**config.mk**
```make
export PLATFORM = sky130hd
export DESIGN_NAME = fcd_leg
export DESIGN_NICKNAME = d
export VERILOG_FILES = /design/src/hdl/fcd_pkg.sv /design/src/hdl/fcd_leg.sv
export SDC_FILE = /design/constraint.sdc
export NUM_CORES = 1
export LEC_CHECK = 0
export ABC_AREA = 1
export BUFFER_PORTS_ARGS = -buffer_cell sky130_fd_sc_hd__buf_2
export CAP_MARGIN = 25
export CORE_ASPECT_RATIO = 1.25
export CORE_MARGIN = 4
export CORE_UTILIZATION = 65
export DETAILED_ROUTE_END_ITERATION = 10
export GPL_ROUTABILITY_DRIVEN = 0
export PLACE_DENSITY = 0.84
export SYNTH_ARGS = -nofsm -noshare
export SYNTH_HDL_FRONTEND = slang
export SYNTH_SLANG_ARGS = --single-unit
```
**constraint.sdc**
```tcl
create_clock -name clk_i -period 14.1 [get_ports clk_i]
set_clock_uncertainty 0.2 [all_clocks]
set_input_delay 2.115 -clock clk_i [delete_from_list [all_inputs] [get_ports clk_i]]
set_output_delay 2.115 -clock clk_i [all_outputs]
set_load 0.005 [all_outputs]
```
**src/hdl/fcd_pkg.sv**
```systemverilog
// fcd_pkg: types and constants shared by the foot contact detector.
// Holds the request structs, configuration register codes and fixed widths.
// No dependencies.
package fcd_pkg;

  localparam int FORCE_W    = 24;
  localparam int ALPHA_W    = 17;
  localparam int RATIO_W    = 17;
  localparam int TIME_W     = 32;
  localparam int MIN_CNT_W  = 8;
  localparam int NUM_LEGS   = 4;
  localparam int CFG_IDX_W  = 3;
  localparam int CFG_DATA_W = 24;

  localparam logic [ALPHA_W-1:0] ALPHA_ONE = ALPHA_W'(65536);

  // Configuration register indexes
  typedef enum logic [CFG_IDX_W-1:0] {
    CFG_FILTER_ALPHA      = 3'd0,
    CFG_THRESHOLD_ON      = 3'd1,
    CFG_THRESHOLD_OFF     = 3'd2,
    CFG_MIN_CONTACT_COUNT = 3'd3,
    CFG_MIN_SWING_COUNT   = 3'd4,
    CFG_DETECT_RATIO      = 3'd5
  } cfg_idx_e;

  typedef struct packed {
    logic signed [FORCE_W-1:0] leg0_force;
    logic signed [FORCE_W-1:0] leg1_force;
    logic signed [FORCE_W-1:0] leg2_force;
    logic signed [FORCE_W-1:0] leg3_force;
    logic [NUM_LEGS-1:0]       stance_mask;
    logic                      schedule_valid;
    logic [TIME_W-1:0]         phase_elapsed;
    logic [TIME_W-1:0]         phase_length;
  } in_item_t;

  typedef struct packed {
    logic [NUM_LEGS-1:0] contact_mask;
    logic                detect_active;
  } out_item_t;

  // Settings every leg needs, alpha already clamped to one
  typedef struct packed {
    logic [ALPHA_W-1:0]        alpha;
    logic signed [FORCE_W-1:0] thr_on;
    logic signed [FORCE_W-1:0] thr_off;
    logic [MIN_CNT_W-1:0]      min_contact;
    logic [MIN_CNT_W-1:0]      min_swing;
  } leg_cfg_t;

endpackage

```
**src/hdl/fcd_leg.sv**
```systemverilog
// fcd_leg: per-leg state: exponential force filter, hysteresis compare,
// saturating debounce counters and the contact flag. Uses fcd_pkg.
module fcd_leg #(
  parameter int COUNT_WIDTH = 8
) (
  input  logic                             clk_i,
  input  logic                             rst_ni,
  input  logic                             en_i,
  input  logic                             stance_i,
  input  logic                             active_i,
  input  logic signed [fcd_pkg::FORCE_W-1:0] force_i,
  input  fcd_pkg::leg_cfg_t                cfg_i,
  output logic                             flag_o
);
  import fcd_pkg::*;

  localparam int DIFF_W = FORCE_W + 1;
  localparam int PROD_W = DIFF_W + ALPHA_W + 1;
  localparam int CMP_W  = (COUNT_WIDTH > MIN_CNT_W) ? COUNT_WIDTH : MIN_CNT_W;
  localparam logic signed [PROD_W-1:0] ROUND_HALF = PROD_W'(32768);

  logic signed [FORCE_W-1:0] filt_q, filt_d, filt_new;
  logic [COUNT_WIDTH-1:0]    crun_q, crun_d, crun_new;
  logic [COUNT_WIDTH-1:0]    srun_q, srun_d, srun_new;
  logic                      flag_q, flag_d;
  logic signed [DIFF_W-1:0]  diff;
  logic signed [ALPHA_W:0]   alpha_s;
  logic signed [PROD_W-1:0]  prod;
  logic signed [PROD_W-1:0]  step;
  logic                      cand_on, cand_off;

  // y' = y + round(alpha * (f - y) / 65536), same as the convex blend
  assign diff     = DIFF_W'(force_i) - DIFF_W'(filt_q);
  assign alpha_s  = $signed({1'b0, cfg_i.alpha});
  assign prod     = PROD_W'(alpha_s) * PROD_W'(diff);
  assign step     = (prod + ROUND_HALF) >>> 16;
  assign filt_new = filt_q + step[FORCE_W-1:0];

  assign cand_on  = (filt_new >= cfg_i.thr_on);
  assign cand_off = (filt_new <= cfg_i.thr_off);

  always_comb begin
    crun_new = '0;
    srun_new = '0;
    if (cand_on) begin
      crun_new = (crun_q == '1) ? crun_q : crun_q + 1'b1;
    end else if (cand_off) begin
      srun_new = (srun_q == '1) ? srun_q : srun_q + 1'b1;
    end
  end

  always_comb begin
    filt_d = filt_q;
    crun_d = '0;
    srun_d = '0;
    flag_d = flag_q;
    if (stance_i) begin
      flag_d = 1'b1;
    end else if (!active_i) begin
      flag_d = 1'b0;
    end else begin
      filt_d = filt_new;
      crun_d = crun_new;
      srun_d = srun_new;
      if (CMP_W'(crun_new) >= CMP_W'(cfg_i.min_contact)) begin
        flag_d = 1'b1;
      end else if (CMP_W'(srun_new) >= CMP_W'(cfg_i.min_swing)) begin
        flag_d = 1'b0;
      end
    end
  end

  always_ff @(posedge clk_i or negedge rst_ni) begin
    if (!rst_ni) begin
      filt_q <= '0;
      crun_q <= '0;
      srun_q <= '0;
      flag_q <= 1'b0;
    end else if (en_i) begin
      filt_q <= filt_d;
      crun_q <= crun_d;
      srun_q <= srun_d;
      flag_q <= flag_d;
    end
  end

  assign flag_o = flag_q;

endmodule

```
==> results.md <==
- The flow ran to the end, and the final reports show no timing, DRC or antenna violations.
- Data on the critical path arrives at its endpoint at 13.68 ns.
- The worst path required time is 14.11 ns.
- The final hold violation count is 0.
- The first routing iteration left 1789 violations.
- The start-to-end type of the worst setup path is input port to register.
- The clock tree synthesis step divided the H-tree into 2 levels.
- STA classifies the critical path endpoint as a register.
- The library cell contributing the largest single delay on the critical path is sky130_fd_sc_hd__fa_1.
- The first global-routing pass estimated 101 mm of wire.
- Sorting the synthesized cells by area gives the leading types as sky130_fd_sc_hd__fa_1 38%, sky130_fd_sc_hd__ha_1 14%, sky130_fd_sc_hd__inv_1 13%, sky130_fd_sc_hd__nand2_1 8.0%, sky130_fd_sc_hd__nor2_1 6.0%.
- Of all flip-flops after synthesis, the portion carrying an async set or reset was 100%.
- The cell taking the most area after synthesis is sky130_fd_sc_hd__fa_1.
- Fill cells in the final layout number 2251.
- Across the run, the number of max-cap violations was 0.
- The endpoint of the worst register-to-register path is flag_o.
- After detailed placement, the design holds a cell count of 3305.
- The overall fraction of global-route tracks in use is 36.3%.
- The number of input and output port buffers inserted is 110.
- After detailed routing, the total wire length is 64.4 mm.
- The largest fanout on the critical path is 9.
- The area growth from synthesis to final layout is 11.6%.
- The worst setup path is launched from an input port.
- The number of nets at the end of the flow is 3651.
- In this run, synthesis inferred 0 flip-flops with an integrated enable.
- The number of global-route vias before repair is 20615.
- The synthesized net count is 3477.
- Among all cell types in the netlist, the one instantiated most often is sky130_fd_sc_hd__inv_1.
- The longest clock path from root to sink contains 2 buffers.
- Leaving out filler cells and counting taps, the final layout contains 3325.
- Setup violations remaining at the end of the flow were counted as 0.
- The register-to-register path setup slack is 1.87 ns.
- The average via count per standard cell is 5.82.
- In this run the worst setup path begins at force_i[6].
- The post-synthesis average cell area is 7.61 um2.
- After clock tree synthesis, the clock-pin slew on the worst setup and hold paths is 0.06 ns.
- Ranked by instance count, the synthesized netlist is headed by 719 x sky130_fd_sc_hd__inv_1, 446 x sky130_fd_sc_hd__nand2_1, 397 x sky130_fd_sc_hd__fa_1.
- The remaining antenna violation count after routing is 0.
- TritonCTS built the clock tree.
- The total grt overflow is 0.
- Yosys printed 0 warnings.
- The starting density of the core is 65.7%.
- Counting flops and latches in the post-synthesis netlist gives 41.
- The critical path ends at flag_o.
- The initial antenna violation count was 1.
- The total iterations of the first detailed-routing run is 8.
- The primary flip-flop cell chosen by synthesis mapping is sky130_fd_sc_hd__dfrtp_1.
- The floorplan die area is 35000 um2.
- Counting I/O delays and the setup requirement, the final critical path takes 13.67 ns.
- Static timing analysis puts the maximum clock frequency at 0.0732 GHz.
- Entering global routing, the biggest net connects 48 pins.
- The total DRC errors in the routed layout is 0.
- The proportion of netlist area held by the largest area contributor is 38.2%.
- The number of slew-limit violations in the final report was 0.
- The horizontal die dimension is 168 um.
- Dividing the final minimum period by the clock period gives 96.9%.
- After synthesis, flip-flops and latches occupy 4.93% of the total area.
- The layout cell share with drive strength beyond 1 is 12.2%.
- The cell area that synthesis handed to floorplanning was 20800 um2.
- The initialized floorplan defines 73 standard-cell rows.
- The cell depth of the worst flop-to-flop path is 63.
- The die is 208 um tall.
- The startpoint identified for the worst register-to-register timing path is filt_q[12].
- Headroom to the max-slew limit came out at 36.6%.
- The clock root buffer is sky130_fd_sc_hd__clkbuf_16.
- The post-synthesis cell type count is 48.
- In the final routed layout, each cell accounts on average for 19.4 um.
- The delay of the slowest cell on the worst path is 0.54 ns.
- The core region is 31700 um2.
- The cell count after synthesis is 2737.
- The via count is 19355.
- The startpoint identified for the worst hold timing path is flag_o.
- The type of the most critical hold path is register to register.
- The clock net sink count is 41.
- For the pin with the worst max-slew slack, the measured transition is 0.951 ns.
- The number of buffers created by CTS is 5.
- By instance count, the cell type seen most on the critical path is sky130_fd_sc_hd__inv_1.
- Once detailed placement completed, the half-perimeter wirelength came to 54.2 mm.
- In this run the count of I/O pins placed on the die edge is 111.
- Clock latency on the worst-skew pair, taken at its later pin, is 0.30 ns.
-- repair_timing --
action,in CTS,in global routing
pin swaps,0,24
setup buffers,0,10
endpoints found under the setup margin,1,2
gates resized for setup,1,123
cloned,0,0
hold buffers,0,0
-- flip-flops by register name (all words and copies together), names as in the netlist --
name and cells:
flag_o 1, filt_q 24, srun_q 8, crun_q 8
-- cell type report --
type / count / area, um2 / area share (%)
multi-input cells: 1910 / 17300 / 74.7
inverters: 734 / 2760 / 11.9
repair buffers: 219 / 1400 / 6.02
flip-flops and latches: 41 / 1030 / 4.42
well taps: 412 / 515 / 2.22
clock buffers: 5 / 125 / 0.539
clock inverters: 3 / 65.1 / 0.280
diodes: 1 / 2.50 / 0.0108
-- cells by family after synthesis --
| family | count (synthesis) | synth area share, % |
|---|---|---|
| buf+inv | 786 | 14.3 |
| simple gates | 947 | 18.6 |
| xor+xnor | 69 | 2.90 |
| fa+ha+maj | 630 | 52.2 |
| compound gates | 264 | 7.09 |
| flops | 41 | 4.93 |
-- layout by cell type (no fill, tap or decap), types with 8 or more instances in the layout --
cell type,n
sky130_fd_sc_hd__a21oi_1,98
sky130_fd_sc_hd__a21oi_2,13
sky130_fd_sc_hd__a31oi_1,9
sky130_fd_sc_hd__buf_2,110
sky130_fd_sc_hd__buf_4,106
sky130_fd_sc_hd__clkinv_1,9
sky130_fd_sc_hd__dfrtp_1,41
sky130_fd_sc_hd__fa_1,396
sky130_fd_sc_hd__ha_1,217
sky130_fd_sc_hd__ha_4,10
sky130_fd_sc_hd__inv_1,717
sky130_fd_sc_hd__inv_2,8
sky130_fd_sc_hd__nand2_1,435
sky130_fd_sc_hd__nand2_2,14
sky130_fd_sc_hd__nand3_1,83
sky130_fd_sc_hd__nand4_1,26
sky130_fd_sc_hd__nor2_1,319
sky130_fd_sc_hd__nor2_2,12
sky130_fd_sc_hd__nor3_1,14
sky130_fd_sc_hd__o21a_1,9
sky130_fd_sc_hd__o21ai_0,74
sky130_fd_sc_hd__or2_2,20
sky130_fd_sc_hd__xnor2_1,21
sky130_fd_sc_hd__xor2_1,41
-- per-stage QoR --
| stage | worst slack [ns] | cell area (um2) | hold WS, ns | setup TNS [ns] | utilization [%] |
|---|---|---|---|---|---|
| 3_3_place_gp | -0.103 | 22400 | 0.283 | -0.103 | 70.7 |
| 6_report | 0.434 | 23200 | 0.301 | 0 | 73.3 |
| 4_1_cts | 0.0630 | 22600 | 0.297 | 0 | 71.3 |
| 2_1_floorplan | 1.07 | 20800 | 0.271 | 0 | - |
| 3_5_place_dp | -0.344 | 22400 | 0.283 | -0.344 | 70.7 |
| 5_1_grt | -0.255 | 23200 | 0.315 | -0.255 | 73.3 |
-- how the worst min path moves through the flow --
stage,slack (ns),endpoint,cells after the start
2_1_floorplan,0.27,filt_q[23],2
3_3_place_gp,0.28,flag_o,2
3_5_place_dp,0.28,flag_o,2
4_1_cts,0.30,flag_o,2
5_1_grt,0.31,flag_o,2
6_report,0.30,flag_o,2
-- routing by layer --
| metal | track usage (%) | share of wire (%) |
|---|---|---|
| met1 | 41.1 | 33 |
| met2 | 61.3 | 48 |
| met3 | 6.75 | 9.7 |
| met4 | 25.7 | 9.6 |
| met5 | 0 | 0.031 |
-- critical path: cells and delay by family --
kind            cells  cell delay (ns)
buf+inv            14             1.54
compound gates     20             3.44
xor+xnor            3             0.45
fa+ha+maj          11             4.28
simple gates       15             1.84
Power is left out: the tool's default activity adds up to more than one toggle a clock period on the data nets, which glitch-free logic cannot reach.
