$ cat src/hdl/fcd_pkg.sv
// fcd_pkg: types and constants shared by the foot contact detector.
// Holds the request structs, configuration register codes and fixed widths.
// No dependencies.
package fcd_pkg;

  localparam int FORCE_W    = 24;
  localparam int ALPHA_W    = 17;
  localparam int RATIO_W    = 17;
  localparam int TIME_W     = 32;
  localparam int MIN_CNT_W  = 8;
  localparam int NUM_LEGS   = 4;
  localparam int CFG_IDX_W  = 3;
  localparam int CFG_DATA_W = 24;

  localparam logic [ALPHA_W-1:0] ALPHA_ONE = ALPHA_W'(65536);

  // Configuration register indexes
  typedef enum logic [CFG_IDX_W-1:0] {
    CFG_FILTER_ALPHA      = 3'd0,
    CFG_THRESHOLD_ON      = 3'd1,
    CFG_THRESHOLD_OFF     = 3'd2,
    CFG_MIN_CONTACT_COUNT = 3'd3,
    CFG_MIN_SWING_COUNT   = 3'd4,
    CFG_DETECT_RATIO      = 3'd5
  } cfg_idx_e;

  typedef struct packed {
    logic signed [FORCE_W-1:0] leg0_force;
    logic signed [FORCE_W-1:0] leg1_force;
    logic signed [FORCE_W-1:0] leg2_force;
    logic signed [FORCE_W-1:0] leg3_force;
    logic [NUM_LEGS-1:0]       stance_mask;
    logic                      schedule_valid;
    logic [TIME_W-1:0]         phase_elapsed;
    logic [TIME_W-1:0]         phase_length;
  } in_item_t;

  typedef struct packed {
    logic [NUM_LEGS-1:0] contact_mask;
    logic                detect_active;
  } out_item_t;

  // Settings every leg needs, alpha already clamped to one
  typedef struct packed {
    logic [ALPHA_W-1:0]        alpha;
    logic signed [FORCE_W-1:0] thr_on;
    logic signed [FORCE_W-1:0] thr_off;
    logic [MIN_CNT_W-1:0]      min_contact;
    logic [MIN_CNT_W-1:0]      min_swing;
  } leg_cfg_t;

endpackage

$ cat src/hdl/fcd_phase_gate.sv
// fcd_phase_gate: second pipeline stage, decides whether the gait phase has
// progressed past the detection ratio and holds the request. Uses fcd_pkg.
module fcd_phase_gate (
  input  logic                      clk_i,
  input  logic                      rst_ni,
  input  logic                      en_i,
  input  fcd_pkg::in_item_t         item_i,
  input  logic [fcd_pkg::RATIO_W-1:0] ratio_i,
  output fcd_pkg::in_item_t         item_o,
  output logic                      active_o
);
  import fcd_pkg::*;

  localparam int PROD_W = RATIO_W + TIME_W;

  logic [PROD_W-1:0] prod;
  logic [PROD_W-1:0] elapsed_scaled;
  logic              reached;
  logic              active_d, active_q;
  in_item_t          item_q;

  // elapsed * 65536 >= ratio * length; zero length counts as reached
  assign prod           = PROD_W'(ratio_i) * PROD_W'(item_i.phase_length);
  assign elapsed_scaled = PROD_W'({item_i.phase_elapsed, 16'h0000});
  assign reached        = (item_i.phase_length == '0) || (elapsed_scaled >= prod);
  assign active_d       = item_i.schedule_valid && reached;

  always_ff @(posedge clk_i or negedge rst_ni) begin
    if (!rst_ni) begin
      active_q <= 1'b0;
    end else if (en_i) begin
      active_q <= active_d;
    end
  end

  always_ff @(posedge clk_i) begin
    if (en_i) begin
      item_q <= item_i;
    end
  end

  assign item_o   = item_q;
  assign active_o = active_q;

endmodule

$ cat config.mk
export PLATFORM = sky130hd
export DESIGN_NAME = fcd_phase_gate
export DESIGN_NICKNAME = d
export VERILOG_FILES = /design/src/hdl/fcd_pkg.sv /design/src/hdl/fcd_phase_gate.sv
export SDC_FILE = /design/constraint.sdc
export NUM_CORES = 1
export LEC_CHECK = 0
export BUFFER_PORTS_ARGS = -buffer_cell sky130_fd_sc_hd__clkbuf_2
export CAP_MARGIN = 5
export CORE_MARGIN = 2
export CORE_UTILIZATION = 64
export DETAILED_ROUTE_END_ITERATION = 16
export PLACE_DENSITY = 0.89
export RECOVER_POWER = 100
export SYNTH_ARGS = -nofsm -noshare
export SYNTH_HDL_FRONTEND = slang
export SYNTH_SLANG_ARGS = --single-unit
export TNS_END_PERCENT = 50
$ cat constraint.sdc
create_clock -name clk_i -period 2.25 [get_ports clk_i]
set_clock_uncertainty 0.1 [all_clocks]
set_input_delay 0.3375 -clock clk_i [delete_from_list [all_inputs] [get_ports clk_i]]
set_output_delay 0.3375 -clock clk_i [all_outputs]
set_load 0.02 [all_outputs]
==> results of run 1 <==
stage by stage:
step	hold slack, ns	setup WS, ns
2_1_floorplan	-0.0581	-5.11
3_3_place_gp	0.0156	-5.70
3_5_place_dp	0.0136	-5.95
4_1_cts	0.00342	-5.22
logic make-up after synthesis:
family                   Yosys count  synth area share
XOR/XNOR                          43            0.0164
adder cells (fa/ha/maj)          604             0.477
buffers and inverters            600            0.0985
AO/OA/AOI/OAI                    164            0.0516
AND/OR/NAND/NOR                  676             0.139
flip-flops                       166             0.217
timing repair:
item,4_1_cts
endpoints found under the setup margin,1
hold endpoints to repair,124
gates resized for setup,40
pin swaps,13
buffers inserted,14
hold buffers,124
routing by layer:
metal | GRT overflow | global-route usage
met4 | 22 | 0.497
met3 | 1 | 0.535
met2 | 22 | 0.833
met5 | 1 | 0.362
met1 | 8 | 0.665
==> impl.org, run 1 <==
** Status
- Run status :: stopped before the end
- The run ended at 5_1_grt.
- First error :: [ERROR GRT-0232] Routing congestion too high. Check the congestion heatmap in the GUI.

** Place
- In this run the tool buffered the top-level ports with between 300 and 400 buffer cells.
- RD Place Congestion :: between 0.9 and 1
- After legalization and detailed placement, the total HPWL measured approximately 54000 um.
- After detailed placement, the design holds a cell count of roughly 3300.
- Placed inst area :: roughly 27000 um^2

** Synthesis
- Most used DFF post-synth :: sky130_fd_sc_hd__edfxtp_1
- Synth Net Count :: slightly above 3000
- Synthesized netlist cell count :: 2253
- Counting instances in the post-synthesis netlist gives the leading cell types as sky130_fd_sc_hd__inv_1 (495), sky130_fd_sc_hd__fa_1 (449), sky130_fd_sc_hd__nand2_1 (392), sky130_fd_sc_hd__and2_1 (183), sky130_fd_sc_hd__edfxtp_1 (165).
- Flops & latches, synth :: roughly 170
- Dividing the synthesized area by the synthesized cell count gives 10.2 um^2.
- Cell taking the most area after synthesis :: sky130_fd_sc_hd__fa_1
- The synthesized design contains around 170 enable-type register cells.
- Most used standard cell by instance count after synthesis :: sky130_fd_sc_hd__inv_1
- For this run, the register share of the synthesized area comes to 0.217.
- For this run, the number of Yosys warnings is 0.
- Post-synth cell types :: between 60 and 70
- The share of synthesized area in the top cell type comes to 0.392.
- Sorting the synthesized cells by area gives the leading types as sky130_fd_sc_hd__fa_1 (39%), sky130_fd_sc_hd__edfxtp_1 (22%), sky130_fd_sc_hd__ha_1 (8.5%).
- The mapped netlist covers around 23000 um^2.
- Of all flip-flops after synthesis, the portion carrying an async set or reset was 0.00602.

** Floorplanning
- Count of boundary I/O pins :: ~350
- Chip Width :: 193 um
- Rows :: 69
- The die is approximately 190 um tall.
- For this configuration, the core starts out at a cell density of 0.647.

** CTS
- Number of clock sinks :: roughly 170
- Clock buffers created by TritonCTS :: 17
- In this run the number of H-tree levels came out at 4.
- Counting along the longest clock path gives a buffer depth of 2.
- Root buffer cell :: sky130_fd_sc_hd__clkbuf_16

** Timing
- After global-route timing repair, the worst endpoint was active_o$_DFFE_PN0P_/D.
- After the last repair the worst path ends at a register input.

** GRT
- Antenna violations before repair :: 23
- For this run, the total global-route usage over all layers was measured as 0.653.
- Entering global routing, the biggest net connects between 70 and 80 pins.
- Global routing finished with a remaining overflow of between 50 and 60.
==> run 2, diff against run 1 <==
--- a/config.mk
+++ b/config.mk
@@ -8,9 +8,9 @@
 export BUFFER_PORTS_ARGS = -buffer_cell sky130_fd_sc_hd__clkbuf_2
 export CAP_MARGIN = 5
 export CORE_MARGIN = 2
-export CORE_UTILIZATION = 64
+export CORE_UTILIZATION = 40
 export DETAILED_ROUTE_END_ITERATION = 16
-export PLACE_DENSITY = 0.89
+export PLACE_DENSITY_LB_ADDON = 0.15
 export RECOVER_POWER = 100
 export SYNTH_ARGS = -nofsm -noshare
 export SYNTH_HDL_FRONTEND = slang
==> impl.org, run 2 <==
** Synthesis
- The dominant cell type by area after synthesis was sky130_fd_sc_hd__fa_1 (unchanged).
- The leading cell type by number of instances after synthesis was sky130_fd_sc_hd__inv_1 (unchanged).
- Cells taking the most area after synthesis :: sky130_fd_sc_hd__fa_1 (39%), sky130_fd_sc_hd__edfxtp_1 (22%), sky130_fd_sc_hd__ha_1 (8.5%) (unchanged)
- The fraction of registers with async set/reset came to 0.00602 (unchanged).
- Syn Std Cell Area :: 22900 um^2 (unchanged)
- The number of distinct library cells after synthesis was 67 (unchanged).
- Most used DFF post-synth :: sky130_fd_sc_hd__edfxtp_1 (unchanged)
- The number of flip-flops and latches in the synthesized netlist came to 166 (unchanged).
- Synthesized netlist cell count :: 2253 (unchanged)
- The top-area cell type share of the netlist area was 0.392 (unchanged).
- Count of warnings emitted by yosys :: 0 (unchanged)
- Number of enable flip-flop cells after synthesis :: 165 (unchanged)
- List of most frequent post-synthesis cells :: sky130_fd_sc_hd__inv_1 (495), sky130_fd_sc_hd__fa_1 (449), sky130_fd_sc_hd__nand2_1 (392), sky130_fd_sc_hd__and2_1 (183), sky130_fd_sc_hd__edfxtp_1 (165) (unchanged)
- Mean cell area of the mapped netlist :: 10.2 um^2 (unchanged)
- The net count of the mapped netlist came to 3042 (unchanged).
- Sequential fraction of the synthesis area :: 0.217 (unchanged)

** GRT
- Antenna violations before repair :: 1
- Largest net degree at the start of global routing :: 69
- The via count of the first global-routing pass is 20300.
- For this run, the total global-route usage over all layers was measured as 0.233.
- After global routing the overflow that remains totals 0.
- The first global-routing pass estimated roughly 110000 um of wire.

** Timing
- Final sum of negative setup slack :: -5.14 ns
- Headroom to the max-slew limit came out at 0.406.
- The hold violation count in the final report came to 0.
- In the finished design, the share of the clock period the worst path needs comes to 3.29.
- Achievable frequency :: 135 MHz
- Worst hold-check slack :: about 0.073 ns
- The number of max-slew violations in the final report was 0.
- Shortest clock period the worst path allows after layout :: 7.39 ns
- Across all setup checks in the final design, the least slack found is -5.14 ns.
- RSZ-0062 raised after global routing :: true
- Setup-violating endpoint count in the final report :: 1
- At the pin with the least slew margin, the transition time is 0.891 ns.

** Critical path
- The critical path contains buffers and inverters numbering 9 combined.
- Reg-to-Reg Start :: active_o
- CP Capture Type :: flop
- Cell with the largest stage delay on the worst path :: sky130_fd_sc_hd__fa_1
- Cell repeated most along the worst path :: sky130_fd_sc_hd__fa_1
- Max incr delay on CP :: ~0.5 ns
- Crit-path leading delay family :: adder cells
- Worst Path Required :: about 2.5 ns
- Data arrives at the worst endpoint at 7.67 ns.
- For the worst flop-to-flop path, the logic depth is 4.
- Critical path origin :: ratio_i[6]
- The setup path with the least slack is of type in -> reg.
- End of the critical path :: active_o
- Register-to-Register Setup Slack :: 1.16 ns
- Counting buffers and inverters, the worst setup path is 35 cells deep.
- STA classifies the critical path startpoint as an input pin.
- Critical-path maximum fanout :: 7
- In this run the critical register-to-register path is captured at active_o.

** Run
- Max Cap Viol :: 0

** CTS
- The maximum number of buffers from clock root to sink was 2 (unchanged).
- The clock root buffer master is sky130_fd_sc_hd__clkbuf_16 (unchanged).
- The clock sink count is 166 (unchanged).
- Clock buffers created by TritonCTS :: 17 (unchanged)
- H-tree depth reported by CTS :: 4 (unchanged)
- CTS tree :: built
- For the worst-skew pair, the clock arrives at the later sink with an insertion delay of 0.48 ns.
- Clock transition at the registers of the reported paths :: 0.07 ns

** Layout
- Most common library cell in the layout ignoring fill and taps :: sky130_fd_sc_hd__inv_1
- Flip-flop count of the largest register, all copies and words added :: ~170
- Post-layout net count :: between 3000 and 4000
- Proportion of layout cells with a drive suffix above 1 :: 0.196
- Final instance count without filler cells :: between 3000 and 4000
- The top cell types in the final layout, fill and taps aside, are sky130_fd_sc_hd__inv_1 (490), sky130_fd_sc_hd__fa_1 (443), sky130_fd_sc_hd__nand2_1 (390).
- The area growth from synthesis to layout is 32.2%.

** Route
- Antenna viol nets, final :: 0
- For this run, design rule violations remaining after detail routing come to 0.
- Initial drt markers :: ~800
- Detail-routed via count per cell :: ~4.8
- Final Routed Wirelength :: 66800 um
- Average detailed-routed wire length per instance :: about 18 um
- DR vias :: 18200
- For this run, the detailed router's first-pass iteration total came to 5.

** Place
- The number of placed instances, taps included came to 3583 (was 3252).
- RD Place Congestion :: 0.869 (was 0.951)
- The number of port buffers was 350 (unchanged).
- The HPWL after detailed placement is 56400 um (was 54300 um).

** Floorplanning
- The initial standard-cell utilization of the core came to 0.405 (was 0.647).
- Core area :: 56500 um^2
- The total I/O pin count was 351 (unchanged).
- The die height was 243 um (was 193 um).
- The die covers between 50000 and 60000 um^2.
- Chip Width :: 243 um (was 193 um)
- The placement row count came to 87 (was 69).

** Status
- Run status: finished with violations (was stopped before the end).
- Violations in the final reports :: negative setup slack

** Min path
- Type of the worst min-delay path :: in -> async
run 2: what timing repair did:
| item | CTS | global route |
|---|---|---|
| gates resized for setup | 85 | 30 |
| endpoints found under the hold margin | 133 | 0 |
| setup endpoints to repair | 1 | 1 |
| hold buffers | 133 | 0 |
| buffers inserted | 15 | 4 |
| pin swaps | 47 | 31 |
run 2: worst min-delay path by stage:
stage	startpoint	end	slack, ns	cells past startpoint
5_1_grt	rst_ni	active_o	0.06	2
3_5_place_dp	rst_ni	active_o	0.02	1
2_1_floorplan	rst_ni	active_o	-0.06	0
3_3_place_gp	rst_ni	active_o	0.02	1
4_1_cts	item_i[29]	item_o[29]	0.03	1
6_report	rst_ni	active_o	0.07	2
run 2: metrics by stage:
stage	setup WS, ns	util	area, um^2
after global placement	-5.67	0.495	28000
after detailed placement	-5.81	0.495	28000
final	-5.14	0.536	30300
after floorplan	-5.11	-	23100
after CTS	-5.10	0.538	30400
after global routing	-5.44	0.536	30300
run 2: cell type report:
| class | count | area [um^2] |
|---|---|---|
| fillers | 5216 | 26200 |
| multi-input cells | 1487 | 16000 |
| repair buffers | 831 | 5870 |
| flip-flops and latches | 166 | 4980 |
| inverters | 495 | 1860 |
| well taps | 756 | 946 |
| clock buffers | 17 | 425 |
| clock inverters | 15 | 161 |
| diodes | 1 | 2.50 |
run 2: logic make-up (layout without fill, tap and decap cells):
family | count (synthesis) | count (layout) | share of synthesized area
simple gates | 676 | 676 | 0.139
fa+ha+maj | 604 | 604 | 0.477
buf+inv | 600 | 1358 | 0.0985
flops | 166 | 166 | 0.217
compound gates | 164 | 164 | 0.0516
xor+xnor | 43 | 43 | 0.0164
other cells | 0 | 1 | 0
run 2: worst register-to-register path, cell delays in order (launching register included):
cell and delay, ns:
sky130_fd_sc_hd__dfrtp_1 0.39, sky130_fd_sc_hd__nand2b_1 0.13, sky130_fd_sc_hd__o211ai_1 0.12, sky130_fd_sc_hd__a2bb2oi_2 0.14
sky130_fd_sc_hd__o21a_1 0.10
run 2: metal layers:
metal  global-route usage  wire [um]  up-vias
met5                    0          0        -
met4               0.0781       1770        0
met3               0.0300       2000      107
met2                0.439      37400      372
met1                0.271      25600     9416
li1                     -          -     8330
Power of run 2 is not shown: default switching activity piles up to over one toggle a cycle in this logic, so the estimate is an artifact.
==> run 3, diff against run 2 <==
--- a/config.mk
+++ b/config.mk
@@ -7,8 +7,10 @@
 export LEC_CHECK = 0
 export BUFFER_PORTS_ARGS = -buffer_cell sky130_fd_sc_hd__clkbuf_2
 export CAP_MARGIN = 5
+export CELL_PAD_IN_SITES_DETAIL_PLACEMENT = 2
+export CELL_PAD_IN_SITES_GLOBAL_PLACEMENT = 2
 export CORE_MARGIN = 2
-export CORE_UTILIZATION = 40
+export CORE_UTILIZATION = 41
 export DETAILED_ROUTE_END_ITERATION = 16
 export PLACE_DENSITY_LB_ADDON = 0.15
 export RECOVER_POWER = 100
==> impl.org, run 3 <==
** CTS
- The clock root buffer master is sky130_fd_sc_hd__clkbuf_16 (unchanged).
- Number of clock sinks :: 166 (unchanged)
- The maximum number of buffers from clock root to sink was 2 (unchanged).
- H-tree depth reported by CTS :: 4 (unchanged)
- The number of buffers created by CTS was 17 (unchanged).

** Floorplanning
- Initial core utilization :: 0.415 (was 0.405)
- The total I/O pin count was 351 (unchanged).
- Chip Width :: 240 um (was 243 um)
- Rows :: 86 (was 87)
- Die outline height :: 240 um (was 243 um)

** Place
- Number of port buffers :: 350 (unchanged)
- The standard cell area after detailed placement came to 27900 um^2 (was 28000 um^2).
- Post-detailed-placement half-perimeter wirelength :: 79900 um (was 56400 um)
- The global placement routability congestion came to 0.892 (was 0.869).
- Pre-CTS setup slack :: -6.23 ns (was -5.81 ns)

** Synthesis
- The post-synthesis instance total came to 2253 (unchanged).
- The dominant cell type by area after synthesis is sky130_fd_sc_hd__fa_1 (unchanged).
- Cells taking the most area after synthesis: sky130_fd_sc_hd__fa_1 (39%), sky130_fd_sc_hd__edfxtp_1 (22%), sky130_fd_sc_hd__ha_1 (8.5%) (unchanged).
- The number of enable flip-flop cells after synthesis came to 165 (unchanged).
- Post-synth cell types :: 67 (unchanged)
- Syn Std Cell Area :: 22900 um^2 (unchanged)
- The part of the Yosys area used for sequential elements was 0.217 (unchanged).
- The net count of the mapped netlist was 3042 (unchanged).
- The number of flip-flops and latches in the synthesized netlist was 166 (unchanged).
- Top-area cell type share of the netlist area :: 0.392 (unchanged)
- The average cell area after synthesis was 10.2 um^2 (unchanged).
- The number of synthesis warnings is 0 (unchanged).
- Most used DFF post-synth :: sky130_fd_sc_hd__edfxtp_1 (unchanged)
- The leading cell type by number of instances after synthesis was sky130_fd_sc_hd__inv_1 (unchanged).
- List of most frequent post-synthesis cells :: sky130_fd_sc_hd__inv_1 (495), sky130_fd_sc_hd__fa_1 (449), sky130_fd_sc_hd__nand2_1 (392), sky130_fd_sc_hd__and2_1 (183), sky130_fd_sc_hd__edfxtp_1 (165) (unchanged)
- Async SR Flop Fraction :: 0.00602 (unchanged)

** Timing
- After the last repair the worst path ends at a register input.
- Once global-route timing repair stopped, the endpoint with the least setup slack was active_o$_DFFE_PN0P_/D.

** GRT
- Entering global routing, the biggest net connects between 50 and 60 pins.
- Aggregate global-route resource usage :: 0.653
- GR Overflow Total :: 74

** Status
- The tool reported: "[ERROR GRT-0232] Routing congestion too high. Check the congestion heatmap in the GUI".
- Run status :: stopped before the end (was finished with violations)
- Progress stopped at 5_1_grt.
[run 3: logic make-up after synthesis]
| kind of cell | Yosys count | share of synthesized area |
|---|---|---|
| buffers and inverters | 600 | 0.0985 |
| XOR/XNOR | 43 | 0.0164 |
| adder cells (fa/ha/maj) | 604 | 0.477 |
| AO/OA/AOI/OAI | 164 | 0.0516 |
| flip-flops | 166 | 0.217 |
| AND/OR/NAND/NOR | 676 | 0.139 |
[run 3: what timing repair did]
action                     in CTS
hold buffers                  123
gates cloned                    2
setup endpoints to repair       1
pin swaps                      49
hold endpoints to repair      123
setup buffers                  17
gates resized for setup        94
[run 3: per-layer routing]
layer,GRT overflow,global-route usage
met1,0,0.620
met2,29,0.914
met3,0,0.418
met4,45,0.682
met5,0,0.0710
[run 3: through the flow]
step	cells	hold slack, ns
2_1_floorplan	2253	-0.0581
3_3_place_gp	3584	0.0165
3_5_place_dp	3584	0.0207
4_1_cts	3758	0.00122
